`config.mk`:
```
export PLATFORM = sky130hd
export DESIGN_NAME = rational_arithmetic_unit
export DESIGN_NICKNAME = d
export VERILOG_FILES = /design/src/hdl/rau_pkg.sv /design/src/hdl/rau_front.sv /design/src/hdl/rau_back.sv /design/src/hdl/rational_arithmetic_unit.sv
export SDC_FILE = /design/constraint.sdc
export NUM_CORES = 2
export LEC_CHECK = 0
export ABC_AREA = 1
export BUFFER_PORTS_ARGS = -buffer_cell sky130_fd_sc_hd__buf_2
export CAP_MARGIN = 20
export CORE_MARGIN = 5
export CORE_UTILIZATION = 40
export CTS_BUF_LIST = sky130_fd_sc_hd__clkbuf_4 sky130_fd_sc_hd__clkbuf_8
export CTS_CLUSTER_DIAMETER = 80
export DETAILED_ROUTE_END_ITERATION = 12
export HOLD_SLACK_MARGIN = 0.03
export PLACE_DENSITY = 0.65
export SYNTH_ARGS = -nofsm -noshare
export SYNTH_HDL_FRONTEND = slang
export SYNTH_SLANG_ARGS = --single-unit
export TNS_END_PERCENT = 50
```
`constraint.sdc`:
```
create_clock -name clk -period 28.2 [get_ports clk]
set_input_delay 2.82 -clock clk [delete_from_list [all_inputs] [get_ports clk]]
set_output_delay 2.82 -clock clk [all_outputs]
set_load 0.01 [all_outputs]
```
`src/hdl/rau_pkg.sv`:
```
// ----------------------------------------------------------------------------
// rau_pkg
// shared types and constants of the rational arithmetic unit
// ----------------------------------------------------------------------------
package rau_pkg;

    localparam int DEF_WORD_BITS = 32;
    localparam int FIELD_BITS    = 32;
    localparam int EXP_BITS      = 6;
    localparam int CMD_BITS      = 3;

    localparam logic [CMD_BITS-1:0] CMD_ADD = 3'd0;
    localparam logic [CMD_BITS-1:0] CMD_SUB = 3'd1;
    localparam logic [CMD_BITS-1:0] CMD_MUL = 3'd2;
    localparam logic [CMD_BITS-1:0] CMD_DIV = 3'd3;
    localparam logic [CMD_BITS-1:0] CMD_ABS = 3'd4;
    localparam logic [CMD_BITS-1:0] CMD_POW = 3'd5;

    // one queued transaction, at the full field width
    typedef struct packed {
        logic [CMD_BITS-1:0]   cmd;
        logic [FIELD_BITS-1:0] an;
        logic [FIELD_BITS-1:0] ad;
        logic [FIELD_BITS-1:0] bn;
        logic [FIELD_BITS-1:0] bd;
        logic [EXP_BITS-1:0]   expo;
    } rau_cmd_t;

endpackage

```
`src/hdl/rau_front.sv`:
```
// ----------------------------------------------------------------------------
// rau_front
// command intake and two-entry queue toward the execution engine
// ----------------------------------------------------------------------------
module rau_front
    import rau_pkg::*;
(
    input  logic     clk,
    input  logic     rst_n,
    input  logic     push,
    input  rau_cmd_t push_data,
    output logic     full,
    input  logic     pop,
    output logic     not_empty,
    output rau_cmd_t head
);

    rau_cmd_t   mem_reg [2];
    logic       wp_reg, rp_reg;
    logic [1:0] cnt_reg;

    assign full      = (cnt_reg == 2'd2);
    assign not_empty = (cnt_reg != 2'd0);
    assign head      = mem_reg[rp_reg];

    // queue storage
    always_ff @(posedge clk)
    begin
        if (push && !full)
            mem_reg[wp_reg] <= push_data;
    end

    // queue pointers
    always_ff @(posedge clk or negedge rst_n)
    begin
        if (!rst_n)
        begin
            wp_reg  <= 1'b0;
            rp_reg  <= 1'b0;
            cnt_reg <= 2'd0;
        end
        else
        begin
            if (push && !full)
                wp_reg <= ~wp_reg;
            if (pop && not_empty)
                rp_reg <= ~rp_reg;
            cnt_reg <= cnt_reg + {1'b0, (push && !full)} - {1'b0, (pop && not_empty)};
        end
    end

endmodule

```
`src/hdl/rau_back.sv`:
```
// ----------------------------------------------------------------------------
// rau_back
// sequencer: products, powers, gcd by repeated remainder, reduction
// ----------------------------------------------------------------------------
module rau_back
    import rau_pkg::*;
#(
    parameter int WORD_BITS = DEF_WORD_BITS
)
(
    input  logic                  clk,
    input  logic                  rst_n,
    input  logic                  avail,
    input  rau_cmd_t              cmd_in,
    output logic                  take,
    output logic                  done,
    output logic [FIELD_BITS-1:0] res_n,
    output logic [FIELD_BITS-1:0] res_d,
    output logic                  res_ovf
);

    localparam int W  = WORD_BITS;
    localparam int CW = $clog2(W + 1);

    typedef enum logic [10:0] {
        S_IDLE  = 11'b00000000001,
        S_P1    = 11'b00000000010,
        S_P2    = 11'b00000000100,
        S_P3    = 11'b00000001000,
        S_P4    = 11'b00000010000,
        S_SUM   = 11'b00000100000,
        S_POW   = 11'b00001000000,
        S_CHK   = 11'b00010000000,
        S_GCD   = 11'b00100000000,
        S_DIVN  = 11'b01000000000,
        S_DIVD  = 11'b10000000000
    } st_t;

    st_t st_reg, st_next;

    logic signed [W-1:0] an_reg, ad_reg, bn_reg, bd_reg;
    logic [CMD_BITS-1:0] cmd_reg;
    logic signed [W-1:0] p1_reg, p2_reg, n_reg, d_reg;
    logic                ovf_reg;
    logic [5:0]          k_reg;
    logic                eneg_reg;
    // shared multiplier operands
    logic signed [W-1:0] ma, mb;
    logic signed [2*W-1:0] prod;
    logic                  pov;
    // divider state: dividend/remainder and divisor
    logic [W-1:0]  dq_reg, dr_reg, dv_reg;
    logic [CW-1:0] bit_reg;
    logic          dvbusy_reg;
    logic [W-1:0]  gx_reg, gy_reg;
    logic          dneg_reg, nneg_reg;
    logic          out_v_reg;
    logic signed [W-1:0] rn_reg, rd_reg;

    always_comb
    begin
        ma = p1_reg;
        mb = p2_reg;
        prod = ma * mb;
        pov  = (prod != {{W{prod[W-1]}}, prod[W-1:0]});
    end

    function automatic logic [W-1:0] mag(input logic signed [W-1:0] v);
        mag = v[W-1] ? -v : v;
    endfunction

    // restoring divide step: remainder shifted and compared
    logic [W:0]   rem_sh;
    logic [W:0]   rem_sub;
    always_comb
    begin
        rem_sh  = {dr_reg, dq_reg[W-1]};
        rem_sub = rem_sh - {1'b0, dv_reg};
    end

    assign take    = (st_reg == S_IDLE) && avail;
    assign done    = out_v_reg;
    assign res_n   = FIELD_BITS'(rn_reg);
    assign res_d   = FIELD_BITS'(rd_reg);
    assign res_ovf = ovf_reg;

    always_comb
    begin
        st_next = st_reg;
        case (st_reg)
            S_IDLE: if (avail) st_next = S_P1;
            default: st_next = st_reg;
        endcase
    end

    logic signed [W-1:0] nn;
    logic signed [W:0]   sx;
    always_comb
    begin
        sx = (cmd_reg == CMD_ADD) ? ({p1_reg[W-1], p1_reg} + {p2_reg[W-1], p2_reg})
                                  : ({p1_reg[W-1], p1_reg} - {p2_reg[W-1], p2_reg});
        nn = sx[W-1:0];
    end

    // main sequencer
    always_ff @(posedge clk or negedge rst_n)
    begin
        if (!rst_n)
        begin
            st_reg     <= S_IDLE;
            out_v_reg  <= 1'b0;
            dvbusy_reg <= 1'b0;
        end
        else
        begin
            out_v_reg <= 1'b0;
            case (st_reg)
                S_IDLE:
                begin
                    if (st_next == S_P1)
                    begin
                        cmd_reg  <= cmd_in.cmd;
                        an_reg   <= W'(cmd_in.an);
                        ad_reg   <= W'(cmd_in.ad);
                        bn_reg   <= W'(cmd_in.bn);
                        bd_reg   <= W'(cmd_in.bd);
                        ovf_reg  <= 1'b0;
                        eneg_reg <= cmd_in.expo[EXP_BITS-1];
                        k_reg    <= cmd_in.expo[EXP_BITS-1] ? 6'(-cmd_in.expo)
                                                            : cmd_in.expo;
                        st_reg   <= S_P1;
                        // first multiplier operands
                        p1_reg   <= W'(cmd_in.an);
                        p2_reg   <= (cmd_in.cmd == CMD_MUL) ? W'(cmd_in.bn) : W'(cmd_in.bd);
                    end
                end
                S_P1:
                begin
                    case (cmd_reg)
                        CMD_ADD, CMD_SUB, CMD_MUL, CMD_DIV:
                        begin
                            n_reg   <= prod[W-1:0];
                            ovf_reg <= ovf_reg | pov;
                            p1_reg  <= ad_reg;
                            p2_reg  <= (cmd_reg == CMD_DIV) ? bn_reg : bd_reg;
                            st_reg  <= S_P2;
                        end
                        CMD_ABS:
                        begin
                            n_reg   <= an_reg[W-1] ? -an_reg : an_reg;
                            d_reg   <= ad_reg[W-1] ? -ad_reg : ad_reg;
                            ovf_reg <= (an_reg == {1'b1, {(W-1){1'b0}}})
                                     | (ad_reg == {1'b1, {(W-1){1'b0}}});
                            st_reg  <= S_CHK;
                        end
                        CMD_POW:
                        begin
                            // bases held in bn/bd, swapped for a negative exponent
                            bn_reg <= eneg_reg ? ad_reg : an_reg;
                            bd_reg <= eneg_reg ? an_reg : ad_reg;
                            n_reg  <= W'(1);
                            d_reg  <= W'(1);
                            st_reg <= S_POW;
                        end
                        default:
                        begin
                            n_reg  <= '0;
                            d_reg  <= W'(1);
                            st_reg <= S_CHK;
                        end
                    endcase
                end
                S_P2:
                begin
                    d_reg   <= prod[W-1:0];
                    ovf_reg <= ovf_reg | pov;
                    if (cmd_reg == CMD_ADD || cmd_reg == CMD_SUB)
                    begin
                        p1_reg <= bn_reg;
                        p2_reg <= ad_reg;
                        st_reg <= S_P3;
                    end
                    else
                        st_reg <= S_CHK;
                end
                S_P3:
                begin
                    p1_reg  <= n_reg;
                    p2_reg  <= prod[W-1:0];
                    ovf_reg <= ovf_reg | pov;
                    st_reg  <= S_SUM;
                end
                S_SUM:
                begin
                    n_reg   <= nn;
                    ovf_reg <= ovf_reg | (sx[W] != sx[W-1]);
                    st_reg  <= S_CHK;
                end
                S_POW:
                begin
                    // alternate: multiply numerator, then denominator
                    if (k_reg == 6'd0)
                        st_reg <= S_CHK;
                    else
                    begin
                        st_reg <= S_P4;
                        p1_reg <= n_reg;
                        p2_reg <= bn_reg;
                    end
                end
                S_P4:
                begin
                    if (!dvbusy_reg)
                    begin
                        n_reg      <= prod[W-1:0];
                        ovf_reg    <= ovf_reg | pov;
                        p1_reg     <= d_reg;
                        p2_reg     <= bd_reg;
                        dvbusy_reg <= 1'b1;
                    end
                    else
                    begin
                        d_reg      <= prod[W-1:0];
                        ovf_reg    <= ovf_reg | pov;
                        dvbusy_reg <= 1'b0;
                        k_reg      <= k_reg - 6'd1;
                        st_reg     <= S_POW;
                    end
                end
                S_CHK:
                begin
                    if (n_reg == '0)
                    begin
                        rn_reg <= '0; rd_reg <= W'(1);
                        out_v_reg <= 1'b1; st_reg <= S_IDLE;
                    end
                    else if (d_reg == '0)
                    begin
                        rn_reg <= n_reg; rd_reg <= d_reg;
                        out_v_reg <= 1'b1; st_reg <= S_IDLE;
                    end
                    else
                    begin
                        gx_reg <= mag(n_reg);
                        gy_reg <= mag(d_reg);
                        st_reg <= S_GCD;
                        dvbusy_reg <= 1'b0;
                    end
                end
                S_GCD:
                begin
                    // euclid: each remainder by a W-step restoring divider
                    if (!dvbusy_reg)
                    begin
                        if (gy_reg == '0)
                        begin
                            nneg_reg   <= n_reg[W-1];
                            dq_reg     <= mag(n_reg);
                            dr_reg     <= '0;
                            dv_reg     <= gx_reg;
                            bit_reg    <= CW'(W);
                            dvbusy_reg <= 1'b1;
                            st_reg     <= S_DIVN;
                        end
                        else
                        begin
                            dq_reg     <= gx_reg;
                            dr_reg     <= '0;
                            dv_reg     <= gy_reg;
                            bit_reg    <= CW'(W);
                            dvbusy_reg <= 1'b1;
                        end
                    end
                    else if (bit_reg != '0)
                    begin
                        dq_reg  <= {dq_reg[W-2:0], ~rem_sub[W]};
                        dr_reg  <= rem_sub[W] ? rem_sh[W-1:0] : rem_sub[W-1:0];
                        bit_reg <= bit_reg - CW'(1);
                    end
                    else
                    begin
                        gx_reg     <= gy_reg;
                        gy_reg     <= dr_reg;
                        dvbusy_reg <= 1'b0;
                    end
                end
                S_DIVN:
                begin
                    if (bit_reg != '0)
                    begin
                        dq_reg  <= {dq_reg[W-2:0], ~rem_sub[W]};
                        dr_reg  <= rem_sub[W] ? rem_sh[W-1:0] : rem_sub[W-1:0];
                        bit_reg <= bit_reg - CW'(1);
                    end
                    else
                    begin
                        n_reg    <= nneg_reg ? -dq_reg : dq_reg;
                        dneg_reg <= d_reg[W-1];
                        dq_reg   <= mag(d_reg);
                        dr_reg   <= '0;
                        bit_reg  <= CW'(W);
                        st_reg   <= S_DIVD;
                    end
                end
                S_DIVD:
                begin
                    if (bit_reg != '0)
                    begin
                        dq_reg  <= {dq_reg[W-2:0], ~rem_sub[W]};
                        dr_reg  <= rem_sub[W] ? rem_sh[W-1:0] : rem_sub[W-1:0];
                        bit_reg <= bit_reg - CW'(1);
                    end
                    else
                    begin
                        // quotient q; signed d = dneg ? -q : q; fix sign
                        dvbusy_reg <= 1'b0;
                        out_v_reg  <= 1'b1;
                        st_reg     <= S_IDLE;
                        if (dneg_reg && dq_reg != {1'b1, {(W-1){1'b0}}})
                        begin
                            rn_reg  <= -n_reg;
                            rd_reg  <= dq_reg;
                            ovf_reg <= ovf_reg | (n_reg == {1'b1, {(W-1){1'b0}}});
                        end
                        else if (dneg_reg)
                        begin
                            rn_reg  <= -n_reg;
                            rd_reg  <= dq_reg;
                            ovf_reg <= 1'b1;
                        end
                        else
                        begin
                            rn_reg <= n_reg;
                            rd_reg <= dq_reg;
                        end
                    end
                end
                default: st_reg <= S_IDLE;
            endcase
        end
    end

endmodule

```
`src/hdl/rational_arithmetic_unit.sv`:
```
// ----------------------------------------------------------------------------
// rational_arithmetic_unit
// exact fraction add, subtract, multiply, divide, absolute value and power
// ----------------------------------------------------------------------------
// usage:
//   a transaction is taken at a clock edge with start high and busy low.
//   the command and operands enter a two-entry queue; busy is high while it
//   is full. the engine pulls one transaction at a time and presents
//   result_numerator, result_denominator and overflow for one cycle with
//   done high. the receiver cannot stall; one result per transaction.
// sequencing (the engine works one transaction at a time):
//   raw pair: absolute directly, multiply and divide by two products, add
//   and subtract by three products and a sum, power by a numerator and a
//   denominator product per exponent step. a zero numerator or denominator
//   then finishes without reduction. otherwise euclid finds the gcd by
//   repeated remainder on the restoring divider, and the two final
//   divisions divide numerator and denominator by it; the divider loop
//   dominates the run time.
// reset:
//   rst_n clears the queue and the engine; no transaction is pending after.
// ----------------------------------------------------------------------------
module rational_arithmetic_unit
    import rau_pkg::*;
#(
    parameter int WORD_BITS = DEF_WORD_BITS
)
(
    input  logic                         clk,
    input  logic                         rst_n,
    input  logic                         start,
    output logic                         busy,
    input  logic [CMD_BITS-1:0]          command,
    input  logic signed [FIELD_BITS-1:0] a_numerator,
    input  logic signed [FIELD_BITS-1:0] a_denominator,
    input  logic signed [FIELD_BITS-1:0] b_numerator,
    input  logic signed [FIELD_BITS-1:0] b_denominator,
    input  logic signed [EXP_BITS-1:0]   exponent,
    output logic                         done,
    output logic signed [FIELD_BITS-1:0] result_numerator,
    output logic signed [FIELD_BITS-1:0] result_denominator,
    output logic                         overflow
);

    rau_cmd_t in_cmd, head;
    logic     full, avail, take;
    logic [FIELD_BITS-1:0] rn, rd;

    assign in_cmd = '{cmd: command, an: a_numerator, ad: a_denominator,
                      bn: b_numerator, bd: b_denominator, expo: exponent};
    assign busy   = full;

    // command queue
    rau_front u_front (
        .clk       (clk),
        .rst_n     (rst_n),
        .push      (start),
        .push_data (in_cmd),
        .full      (full),
        .pop       (take),
        .not_empty (avail),
        .head      (head)
    );

    // execution engine
    rau_back #(.WORD_BITS(WORD_BITS)) u_back (
        .clk     (clk),
        .rst_n   (rst_n),
        .avail   (avail),
        .cmd_in  (head),
        .take    (take),
        .done    (done),
        .res_n   (rn),
        .res_d   (rd),
        .res_ovf (overflow)
    );

    // sign-extend from the word width
    assign result_numerator   = FIELD_BITS'(signed'(rn[WORD_BITS-1:0]));
    assign result_denominator = FIELD_BITS'(signed'(rd[WORD_BITS-1:0]));

    // no pull from an empty queue
    a_take: assert property (@(posedge clk) disable iff (!rst_n) take |-> avail)
        else $error("engine pulled from empty queue");
    // a finished result is not followed by another in the next cycle
    a_done: assert property (@(posedge clk) disable iff (!rst_n) done |=> !done)
        else $error("back to back results");
    // a zero numerator always reports denominator one
    a_zero: assert property (@(posedge clk) disable iff (!rst_n)
        (done && result_numerator == '0) |-> (result_denominator == 1))
        else $error("zero not normalized");

endmodule
```
# Word level (Yosys, flattened, before mapping)

Memory sizes are Yosys's and may differ from the RTL's.
Cells that the tools add are included.

Add/subtract/negate cells: 13
$mul: 1
Equal/unequal tests: 44
Muxes and demuxes: 107
Bitwise operators: 9
Reduce and logical (&&, ||, !) cells: 40

Operator list:

| operator                                                          | number |
|---|---|
| 32-bit two-way mux                                                | 51 |
| 32-bit one-hot mux with 2 select lines                            | 7 |
| 32-bit one-hot mux with 3 select lines                            | 4 |
| 32-bit one-hot mux with 6 select lines                            | 2 |
| 32-bit negation                                                   | 5 |
| 32-bit one-hot mux with 4 select lines                            | 1 |
| 11-bit one-hot mux with 11 select lines                           | 1 |
| 11-bit two-way mux                                                | 9 |
| 32-bit == test (second input constant)                            | 3 |
| 32-bit logical NOT                                                | 3 |
| 32-bit by 32-bit multiplier with 64-bit output                    | 1 |
| 6-bit two-way mux                                                 | 6 |
| 32-bit by 32-bit adder with 33-bit output                         | 1 |
| 33-bit two-way mux                                                | 1 |
| 32-bit by 32-bit subtractor with 33-bit output                    | 1 |
| 33-bit by 32-bit subtractor with 33-bit output                    | 1 |
| 32-bit != test                                                    | 1 |
| 32-bit != test (second input constant)                            | 1 |
| 4-bit AND reduction                                               | 7 |
| 11-bit by 2-bit == test with 1-bit output (second input constant) | 2 |
| 2-bit != test (second input constant)                             | 10 |
| 6-bit one-hot mux with 3 select lines                             | 1 |
| 6-bit AND reduction                                               | 3 |
| 8-bit two-way mux                                                 | 2 |
| 45 further kinds                                                  | 90 |

Bits in registers: 516
Memory bits (writable): 274
Input port bits: 140
Output and inout port bits: 67
Word-level logic and storage cells: 243
Memories: 1

Memories:

| name            | words | bits a word | rd ports | clocked after Yosys merged registers in | wr ports | line            | RTL |
|---|---|---|---|---|---|---|---|
| u_front.mem_reg | 2     | 137         | 1        | 0                                       | 1        | rau_front.sv:18 | `rau_cmd_t mem_reg [2];` |

# Longest topological paths before layout

Depth after elaboration: 6
Depth in mapped cells: 42
Mapped depth without buffers: 40

# Hierarchy

From an unflattened synthesis, not the netlist that was laid out.

Cells, all modules: 9870
Area total of the unflattened synthesis: 82529.2 um^2

Modules (own cells, without submodules):

| module    | instances | cells each | area an instance (um^2) | seq. area each (um^2) |
|---|---|---|---|---|
| rau_back  | 1         | 9122       | 72306.8                 | 15310.9 |
| rau_front | 1         | 748        | 10222.3                 | 8328.0 |

# Worst setup path before layout

Ideal clock, no wire load.

Path type: in2reg
From: in rst_n
To: reg u_back.p1_reg[0] (netlist: u_back.ma[0]) (enable)
Setup time: 665 ps
Data arrival time: 9542 ps
Data required time: 27535 ps
Path slack: 17993 ps
Stages: 2
Buffers on the path: 0
Cell sequence: o21ai_0 nor4b_1

Cells in the longest elaborated chain, start to end: 1

Ends and longest elaborated chain:

| element                       | line                           | RTL |
|---|---|---|
| start: declaration            | rational_arithmetic_unit.sv:29 | `input logic rst_n,` |
| 7-bit AND reduction (no line) | n/a                            |  |
| end signal: assignment        | rau_back.sv:133                | `p1_reg <= W'(cmd_in.an);` |
| end signal: assignment        | rau_back.sv:144                | `p1_reg <= ad_reg;` |
| end signal: assignment        | rau_back.sv:179                | `p1_reg <= bn_reg;` |
| end: declaration              | rau_back.sv:43                 | `logic signed [W-1:0] p1_reg, p2_reg, n_reg, d_reg;` |

Every way passes these cells.
A chain may end at the register's enable or synchronous reset.

# Worst setup path after layout

From: reg u_back.p1_reg[26] (netlist: u_back.ma[26])
To: reg u_back.ovf_reg (netlist: u_back.res_ovf), data pin

Cells in the longest elaborated chain, start to end: 5
Elaborated cells on any way between the ends: 10
Those cells by class: add/sub: 2; mul: 1; eq/ne: 2; mux: 3; bitwise: 2

Ends and longest elaborated chain:

| element                                                                      | line                             | RTL |
|---|---|---|
| 32-bit by 32-bit multiplier with 64-bit output, or another cell as far along | rau_back.sv:64                   | `prod = ma * mb;` |
| 32-bit != test / 33-bit two-way mux (equally long branches)                  | rau_back.sv:65, rau_back.sv:100  |  |
| 1-bit OR / 1-bit != test (equally long branches)                             | n/a                              |  |
| 1-bit one-hot mux with 2 select lines / 1-bit OR (equally long branches)     | rau_back.sv:139, rau_back.sv:196 |  |
| 1-bit one-hot mux with 5 select lines *                                      | rau_back.sv:117                  | `case (st_reg)` |
| end signal: assignment                                                       | rau_back.sv:143                  | `ovf_reg <= ovf_reg \| pov;` |
| end signal: assignment                                                       | rau_back.sv:176                  | `ovf_reg <= ovf_reg \| pov;` |
| end signal: assignment                                                       | rau_back.sv:190                  | `ovf_reg <= ovf_reg \| pov;` |
| end: declaration                                                             | rau_back.sv:44                   | `logic ovf_reg;` |

Mark *: on every way between the ends. The rest lies on a longest branch, timed or not.

==> results.txt <==
The flow ran to the end, and the final reports show no timing, DRC or antenna violations. The startpoint identified for the worst register-to-register timing path is u_back.ma[26]. The run gives 448000 um as the wire length of the first global-routing pass.

The register with the most flip-flops in the layout has 274 of them. On the final layout, the worst clock skew is 0.0726 ns. TritonCTS built the clock tree.

When the netlist entered floorplanning its net count stood at 11.3k. The tools report the number of antenna-violating nets in the routed design as 0. The tools report the final number of hold-violating endpoints as 0. The tools report the number of antenna violations at the first check in global routing as 12.

In this run the mean area of a mapped cell was 8.39 sq um. The number of buffers added on ports was 206. Entering global routing, the biggest net connects 99 pins. Counting every instance in the synthesized netlist gives 9842. In this run the register-to-register setup slack is 18.77 ns. The number of violations of the max-capacitance limit came out at 0. For the core outline area, the log shows 205000 sq um. The top fanout value on the critical path was 32.

The tools report the number of global-route vias before repair as 70.3k. In this run, synthesis produced a sequential element count of 790. After global routing the overflow that remains totals 0. After detailed routing, the number of remaining DRC violations is 0. The final critical delay including setup and external delays is 9.43 ns. The worst setup path is launched from a flop.

The run gives 28.6% as the sequential area share after synthesis. The sink of the worst hold path is u_back.ad_reg[3]. For the worst flop-to-flop path, the logic depth is 31. Iteration count of the initial detailed-routing pass: 8. For this run, the slowest stage of the critical path takes 0.74 ns. The tools report the root buffer cell as clkbuf_8. The number of max-slew violations in the final report was 0; the post-synthesis async set-or-reset flop share was 2.15%.

The logs give 23600 sq um for the area occupied by registers and 237000 um for the final HPWL from detailed placement. The total I/O pin count came out at 207. The top cell type by total area after synthesis was edfxtp_1. The worst pin sits at a relative slew slack of 21.1%. The capturing point of the worst reg2reg path is u_back.res_ovf. The run gives 20.0k as the count of filler cells inserted in the layout. The area of combinational cells with multiple inputs is 50000 sq um, and the part of the cycle the worst path needs is 33.4%. The total wire length was 298000 um; the number of DRC violations after detailed-routing iteration 0 was 7984.

Launch point of the worst hold path: u_front.mem_reg[0][73]. Compared with the post-synthesis result, the final layout area differs by 8.11%. The slew at the pin with the worst max-slew slack works out to 1.18 ns. The setup total negative slack was 0 ns. Category of the most critical setup path: flop to flop. The die covers 216000 sq um. Ranked by total cell area, the synthesized netlist is headed by edfxtp_1, fa_1, nand2_1.

The type of the worst min-delay path was flop to flop. Flip-flop cell with the highest count after synthesis: edfxtp_1. At the later pin of the worst-skew pair, clock insertion delay measures 0.89 ns.

Clock-pin slew was measured on the worst setup and hold paths at 0.07 ns. After clock tree synthesis, the setup repair step added 0 buffers. At the worst endpoint, the required time is 28.84 ns. Counting instances, the worst hold path has a depth of 2. After synthesis, the netlist uses 72 different library cells. Cell with the most instances on the worst path: nand2_1. The tools report the type of destination of the critical path as a flop. Clock tree synthesis inserted a total of 133 buffers. The slowest stage of the critical path is the nand2_2 cell. Counting every sink on the clock net gives 790. For the number of failing setup endpoints in the final timing report, the log shows 0.

Setup repair after global routing left no endpoint under its margin. The post-cts sizing count is 0, and the width of the die is 464 um. The post-synth design cell area is 82600 sq um. The top cell type by area accounts for 28.1% of the synthesized area. Maximum level of the CTS H-tree: 4.

The initialized floorplan defines 166 standard-cell rows. Measured along the y axis, the die boundary spans 464 um. In this run, synthesis inferred 773 flip-flops with an integrated enable. Routability-driven placement finished with a final weighted congestion of 1.06. The proportion of layout cells with a drive suffix above 1 was 7.40%.

The starting density of the core was 40.3%. After detailed routing, the average wire length per cell comes to 23.5 um. For this run, the number of Yosys warnings is 0. The post-detailed-route via-to-cell ratio is 5.46. For the routed via count, the log shows 69.2k. The logs give 10.07 ns for the signal arrival time at the worst endpoint and 27.4% for the total track usage. In the final design database the tool counted 11.4k nets.

The run gives 3 as the number of buffers between clock root and the deepest sink. The run gives 106 MHz as the top achievable clock speed. The tools report the hold buffer count at cts as 0.
-- metal layers --
metal	part of all wire (%)	vias up	global-route usage [%]
met5	0.021	-	0
li1	-	30900	-
met1	41	34100	37.8
met3	9.4	619	4.94
met4	4.9	10	11.4
met2	44	3542	42.5
-- logic make-up after synthesis --
kind of cell / share of synthesized area [%]
XOR/XNOR: 1.98
AO/OA/AOI/OAI: 9.08
buffers and inverters: 11.0
flip-flops: 28.6
multiplexers: 0.0879
AND/OR/NAND/NOR: 19.0
adder cells (fa/ha/maj): 30.2
-- area by class of cell --
| class | instances | share of cell area (%) |
|---|---|---|
| clock buffers | 163 | 2.34 |
| clock inverters | 78 | 0.795 |
| flip-flops and latches | 790 | 26.5 |
| multi-input cells | 6654 | 56.0 |
| well taps | 2688 | 3.77 |
| diodes | 7 | 0.0196 |
| inverters | 1946 | 8.19 |
| repair buffers | 354 | 2.41 |
-- critical path, delay by kind of cell, from the launching register on --
kind,cells,cell delay (ns)
adder cells (fa/ha/maj),9,4.61
AND/OR/NAND/NOR,18,3.22
buffers and inverters,4,0.61
flip-flops,1,0.69
-- stage by stage --
| step | util [%] | worst slack [ns] | cell area (sq um) | instances | hold WS, ns |
|---|---|---|---|---|---|
| detailed placement | 42.2 | 18.79 | 86400 | 12400 | 0.494 |
| floorplan | - | 17.99 | 82600 | 9842 | 0.424 |
| global placement | 42.1 | 18.77 | 86400 | 12400 | 0.493 |
| finish | 43.5 | 18.77 | 89200 | 12700 | 0.516 |
| CTS | 43.5 | 18.81 | 89200 | 12700 | 0.515 |
| global route | 43.5 | 18.14 | 89200 | 12700 | 0.536 |
-- cells in the final DEF, fill, tap and decap left out, types with 82 or more instances in the layout --
master and instances:
nand2_1 2755, inv_1 1903, fa_1 1084, edfxtp_1 773, o21ai_0 568, nor2_1 437, a21oi_1 318, nand3_1 301
ha_1 261, buf_2 206, buf_4 145, clkbuf_8 138, xor2_1 133, nor3_1 82
-- cell usage after synthesis (36+ instances only) --
master,n
o211ai_1,71
buf_2,36
nand4_1,76
ha_1,261
or2_2,40
inv_1,1908
xnor2_1,54
buf_1,58
a21oi_1,320
xor2_1,133
nand2_1,2756
edfxtp_1,773
nor2_1,441
a221oi_1,48
clkbuf_1,350
nor3_1,86
fa_1,1084
nand3_1,303
o21ai_0,568
o22ai_1,54
-- worst max path at each step --
stage,cells after the start,to,start
4_1_cts,31,u_back.res_ovf,u_back.ma[31]
2_1_floorplan,2,u_back.ma[0],rst_n
3_5_place_dp,31,u_back.res_ovf,u_back.ma[31]
5_1_grt,31,u_back.res_ovf,u_back.ma[31]
3_3_place_gp,31,u_back.res_ovf,u_back.ma[31]
6_report,31,u_back.res_ovf,u_back.ma[26]
Power is not shown: default switching activity piles up to over one toggle a cycle in this logic, so the estimate is an artifact.
